===== src/pcad_pkg.sv =====
// ----------------------------------------------------------------------------
// Pixel charge accumulate and digitize: shared definitions
// Constants, item and result types, and helper functions of the block.
// ----------------------------------------------------------------------------
package pcad_pkg;

   localparam int COLS     = 128;
   localparam int ROWS     = 128;
   localparam int MAX_HITS = 256;

   localparam int NPIX     = COLS * ROWS;
   localparam int PIX_AW   = (NPIX > 1) ? $clog2(NPIX) : 1;
   localparam int LIST_AW  = (MAX_HITS > 1) ? $clog2(MAX_HITS) : 1;
   localparam int HIT_W    = $clog2(MAX_HITS + 1);
   localparam int LIST_W   = 20;
   localparam int PIX_W    = 57;

   localparam logic [23:0] MASK24 = 24'hFFFFFF;

   localparam int TDC_MAX   = 32;
   localparam int TDC_DIV   = 10;
   localparam int TDC_LIMIT = TDC_DIV * (TDC_MAX + 1);
   localparam int TDC_RECIP = 205;
   localparam int TDC_SHIFT = 11;

   localparam int ADC_BITS_MAX = 12;

   typedef enum logic {
      OP_ACCUMULATE = 1'b0,
      OP_READ       = 1'b1
   } opcode_type;

   typedef enum logic [1:0] {
      REG_THRESHOLD  = 2'd0,
      REG_FULL_RANGE = 2'd1,
      REG_ADC_BITS   = 2'd2
   } reg_index_type;

   typedef struct packed {
      opcode_type         opcode;
      logic               in_range;
      logic [PIX_AW-1:0]  addr;
      logic [9:0]         col;
      logic [9:0]         row;
      logic [23:0]        charge_e;
      logic [15:0]        hit_time;
      logic [15:0]        track_id;
      logic signed [15:0] noise_e;
   } item_type;

   typedef struct packed {
      logic [9:0]  out_col;
      logic [9:0]  out_row;
      logic [15:0] out_track;
      logic [23:0] noisy_charge;
      logic [23:0] adc_value;
      logic [5:0]  tdc_value;
      logic        fired;
      logic        last;
      logic        empty_res;
      logic        overflow;
   } result_type;

   typedef struct packed {
      logic init_busy;
   } back_status_type;

   typedef enum logic [3:0] {
      ST_INIT,
      ST_IDLE,
      ST_ACC_UPD,
      ST_RD_LIST,
      ST_RD_PIX,
      ST_RD_CALC,
      ST_DIV,
      ST_MUL,
      ST_SHIFT,
      ST_FIN,
      ST_CLR_RD,
      ST_CLR_WR
   } back_state_type;

   function automatic logic [PIX_AW-1:0] pix_addr(input logic [9:0] col,
                                                  input logic [9:0] row);
      pix_addr = PIX_AW'(int'(row) * COLS + int'(col));
   endfunction

endpackage


===== src/pcad_front.sv =====
// ----------------------------------------------------------------------------
// Pixel charge accumulate and digitize: front end
// Accepts items, checks the pixel address and queues them for the back end.
// ----------------------------------------------------------------------------
module pcad_front
   import pcad_pkg::*;
(
   input  logic            clock,
   input  logic            reset,
   input  logic            push,
   output logic            full,
   input  logic            in_opcode,
   input  logic [9:0]      in_col,
   input  logic [9:0]      in_row,
   input  logic [23:0]     in_charge_e,
   input  logic [15:0]     in_hit_time,
   input  logic [15:0]     in_track_id,
   input  logic [15:0]     in_noise_e,
   input  back_status_type status,
   output logic            q_valid,
   output item_type        q_item,
   input  logic            q_pop
);

   item_type   slot_ff [2];
   logic       rd_ptr_ff, rd_ptr_in;
   logic       wr_ptr_ff, wr_ptr_in;
   logic [1:0] count_ff, count_in;
   item_type   item;
   logic       do_push, do_pop;

   always_comb begin
      item.opcode   = opcode_type'(in_opcode);
      item.in_range = (int'(in_col) < COLS) && (int'(in_row) < ROWS);
      item.addr     = pix_addr(in_col, in_row);
      item.col      = in_col;
      item.row      = in_row;
      item.charge_e = in_charge_e;
      item.hit_time = in_hit_time;
      item.track_id = in_track_id;
      item.noise_e  = $signed(in_noise_e);
   end

   assign full    = (count_ff == 2'd2) || status.init_busy;
   assign do_push = push && !full;
   assign q_valid = (count_ff != 2'd0);
   assign do_pop  = q_pop && q_valid;
   assign q_item  = slot_ff[rd_ptr_ff];

   always_comb begin
      rd_ptr_in = rd_ptr_ff ^ do_pop;
      wr_ptr_in = wr_ptr_ff ^ do_push;
      count_in  = count_ff + 2'(do_push) - 2'(do_pop);
   end

   always_ff @(posedge clock) begin
      if (reset) begin
         rd_ptr_ff <= 1'b0;
         wr_ptr_ff <= 1'b0;
         count_ff  <= 2'd0;
      end else begin
         rd_ptr_ff <= rd_ptr_in;
         wr_ptr_ff <= wr_ptr_in;
         count_ff  <= count_in;
      end
   end

   always_ff @(posedge clock) begin
      if (do_push) begin
         slot_ff[wr_ptr_ff] <= item;
      end
   end

endmodule


===== config.mk =====
export PLATFORM = sky130hd
export DESIGN_NAME = pcad_front
export DESIGN_NICKNAME = d
export VERILOG_FILES = /design/src/pcad_pkg.sv /design/src/pcad_front.sv
export SDC_FILE = /design/constraint.sdc
export NUM_CORES = 1
export LEC_CHECK = 0
export BUFFER_PORTS_ARGS = -buffer_cell sky130_fd_sc_hd__clkbuf_2
export CAP_MARGIN = 25
export CELL_PAD_IN_SITES_DETAIL_PLACEMENT = 1
export CELL_PAD_IN_SITES_GLOBAL_PLACEMENT = 2
export CORE_MARGIN = 3
export CORE_UTILIZATION = 39
export DETAILED_ROUTE_END_ITERATION = 6
export PLACE_DENSITY = 0.79
export SLEW_MARGIN = 30
export SYNTH_ARGS = -nofsm -noshare
export SYNTH_HDL_FRONTEND = slang
export SYNTH_SLANG_ARGS = --single-unit

===== constraint.sdc =====
create_clock -name clock -period 4.5 [get_ports clock]
set_clock_uncertainty 0.15 [all_clocks]
set_input_delay 0.225 -clock clock [delete_from_list [all_inputs] [get_ports clock]]
set_output_delay 0.225 -clock clock [all_outputs]
set_load 0.01 [all_outputs]

==> metrics.csv <==
stage,metric,value,unit
run_status,outcome,"finished, final reports clean",
clock_network,clk_pin_slew,0.06,ns
final_layout,final_cell_mix,"207 x clkbuf_2, 202 x edfxtp_1, 95 x dlygate4sd3_1",
final_layout,final_common_cell,clkbuf_2,
floorplanning,num_rows,52,
sta,tightest_slew,0.702,ns
clock_network,cts-root-buf,clkbuf_16,
synthesis,synth-seq-cells,206,
sta,finalSetupViolCount,0,
clock_network,cts_max_level,1,
final_layout,fin_nets,786,
worst_setup_path,critPathKind,flop to flop,
worst_setup_path,critPathSlowestCell,ha_4,
placement,hpwlAfterDp,11300,µm
synthesis,synthCells,368,
power_and_ir_drop,vdd_drop_max,256,µV
worst_setup_path,worstPathCellList,"inv_1, a21oi_1, and2_1, ha_4, buf_12",
final_layout,drive_gt1_frac,0.504,
sta,hold_ws,0.0891,ns
worst_setup_path,critPathMaxFanout,55,
power_and_ir_drop,p_leak,4.36,nW
worst_setup_path,r2r-start,count_ff[0],
floorplanning,die-area,22500,µm²
synthesis,synth_nets,474,
final_layout,diodes,0,
sta,finalHoldViolations,0,
clock_network,cts_resized,0,
global_route,busiest_layer,met2,
global_route,grt_overflow,0,
floorplanning,io_pins,208,
placement,portBuffers,207,
job,cap_violations,0,
worst_setup_path,reg2reg_setup_slack,2.01,ns
drt,post-route-drc-count,0,
global_route,antenna_found_initial,0,
drt,dr.pass1.iters,5,
clock_network,clkLatencyLatePin,0.49,ns
floorplanning,die_x,150,µm
final_layout,post-route-util,0.547,
synthesis,synth_edf_count,202,
drt,wl_per_cell,18.0,µm
sta,setup_tns,0,ns
clock_network,cts_sinks,206,
floorplanning,die_y,150,µm
synthesis,syn_area_per_cell,22.0,µm²
floorplanning,coreArea,20300,µm²
drt,via_count,4375,
global_route,grtUsageTotal,0.146,
global_route,grtUsageMet3,0.0324,
synthesis,yosysSeqAreaShare,0.759,
sta,period_minus_slack,2.49,ns
worst_setup_path,cp_slowest_stage_delay,0.62,ns
synthesis,yosys_warnings,0,
min_path,whs_path_depth,5,
final_layout,area_delta_synth_final,37.1,%
worst_setup_path,ff2ff_path_depth,5,
drt,ant_nets,0,
drt,drt-vias-per-instance,4.53,
sta,max_freq,401,MHz
global_route,grt_util_met1,0.183,
synthesis,synth_area,8090,µm²
synthesis,synth_ff_type,edfxtp_1,
global_route,grt_pass1_vias,4853,
drt,first_iter_violations,172,
global_route,grt_pass1_wl,25700,µm
floorplanning,start_util,0.399,
worst_setup_path,cp_num_cells,5,
drt,routed_wl,17400,µm
worst_setup_path,crit_family,adder cells,
global_route,grtUsageMet2,0.262,
clock_network,numCtsBuffers,22,
sta,max-slew-margin-rel,0.532,
worst_setup_path,path_buf_inv,2,
placement,place.gp.congestion,0.750,
min_path,worstHoldStart,push,
worst_setup_path,endpoint_kind,flop,
worst_setup_path,cp.arrival,2.49,ns
min_path,min_path_type,input port to flop,
sta,rsz0062_at_grt,no,
sta,period_share,0.554,
global_route,grt_start_max_net_pins,56,
worst_setup_path,crit_required,4.50,ns
clock_network,post_cts_buffers,0,
min_path,worstHoldEndpoint,count_ff[1],
final_layout,fillCellCount,1934,
clock_network,ctsLongestPathBuffers,3,
synthesis,yosysUniqueCellTypes,26,
clock_network,tritoncts,done,
worst_setup_path,r2r_end,slot_ff[0][6],
sta,final-max-slew-violation-count,0,
synthesis,async_reset_ff_frac,0,
power_and_ir_drop,powerDensity,499,nW/µm²
worst_setup_path,start_kind,flop,
==> worst max path at each step <==
stage | start | to | slack, ns
floorplan | count_ff[0] | slot_ff[1][0] | 0.75
global placement | count_ff[0] | slot_ff[1][2] | 2.07
detailed placement | count_ff[0] | slot_ff[1][7] | 1.99
CTS | rd_ptr_ff | q_item[6] | 1.58
global route | count_ff[0] | slot_ff[1][5] | 1.85
finish | count_ff[0] | slot_ff[0][6] | 2.01
==> cell usage after synthesis, types with 2 or more instances <==
cell type	n	share of area
nand2_1	2	0.00093
mux2_2	21	0.029
edfxtp_1	202	0.75
inv_1	8	0.0037
xor2_1	3	0.0032
nor2b_1	2	0.0015
ha_1	7	0.011
buf_4	7	0.0065
xnor2_1	5	0.0054
mux2_4	80	0.15
buf_8	8	0.015
buf_2	2	0.0012
dfxtp_1	4	0.0099
nor2_1	5	0.0023
==> what timing repair did <==
action | CTS | global route
setup endpoints to repair | 0 | 0
endpoints found under the hold margin | 200 | 0
hold buffers | 95 | 0
==> cell type report <==
class,instances,area [µm²],area share
Sequential cell,206,6150,0.554
Clock inverter,12,165,0.0149
Multi-Input combinational cell,136,1750,0.158
Timing Repair Buffer,306,2070,0.187
Tap cell,270,338,0.0304
Inverter,8,30.0,0.00271
Clock buffer,27,591,0.0532
==> where the power goes <==
group	internal, mW	leakage, nW	switching, mW
clock network	1.16	0.372	0.693
registers	2.28	1.89	0.0713
logic	0.699	2.10	0.631
==> state kept, by name, indices dropped and copies added, names as in the netlist <==
register and cells:
slot_ff 202, count_ff 2, rd_ptr_ff 1, wr_ptr_ff 1
==> through the flow <==
step	std cells	area (µm²)	worst slack, ns	power, mW
global route	965	11100	1.85	5.79
global placement	830	9360	2.07	3.63
floorplan	368	8090	0.749	3.28
finish	965	11100	2.01	5.54
CTS	964	11100	1.58	5.62
detailed placement	830	9360	1.99	3.66
==> logic make-up after synthesis <==
kind of cell	count (synthesis)	synth area share
flops	206	0.759
mux	101	0.178
buf+inv	26	0.0277
simple gates	14	0.00912
xor+xnor	8	0.00866
fa+ha+maj	8	0.0133
compound gates	5	0.00417
==> worst register-to-register path, cell delays in order, from the launching register on <==
cell and delay, ns:
dfxtp_1 0.37, inv_1 0.05, a21oi_1 0.23, and2_1 0.28, ha_4 0.62, buf_12 0.41
==> layer usage <==
layer,vias up,wire [µm]
li1,2048,-
met1,2166,7230
met2,146,8820
met3,15,1130
met4,0,189
met5,-,0
No activity file was read; power rests on OpenSTA's default activity.
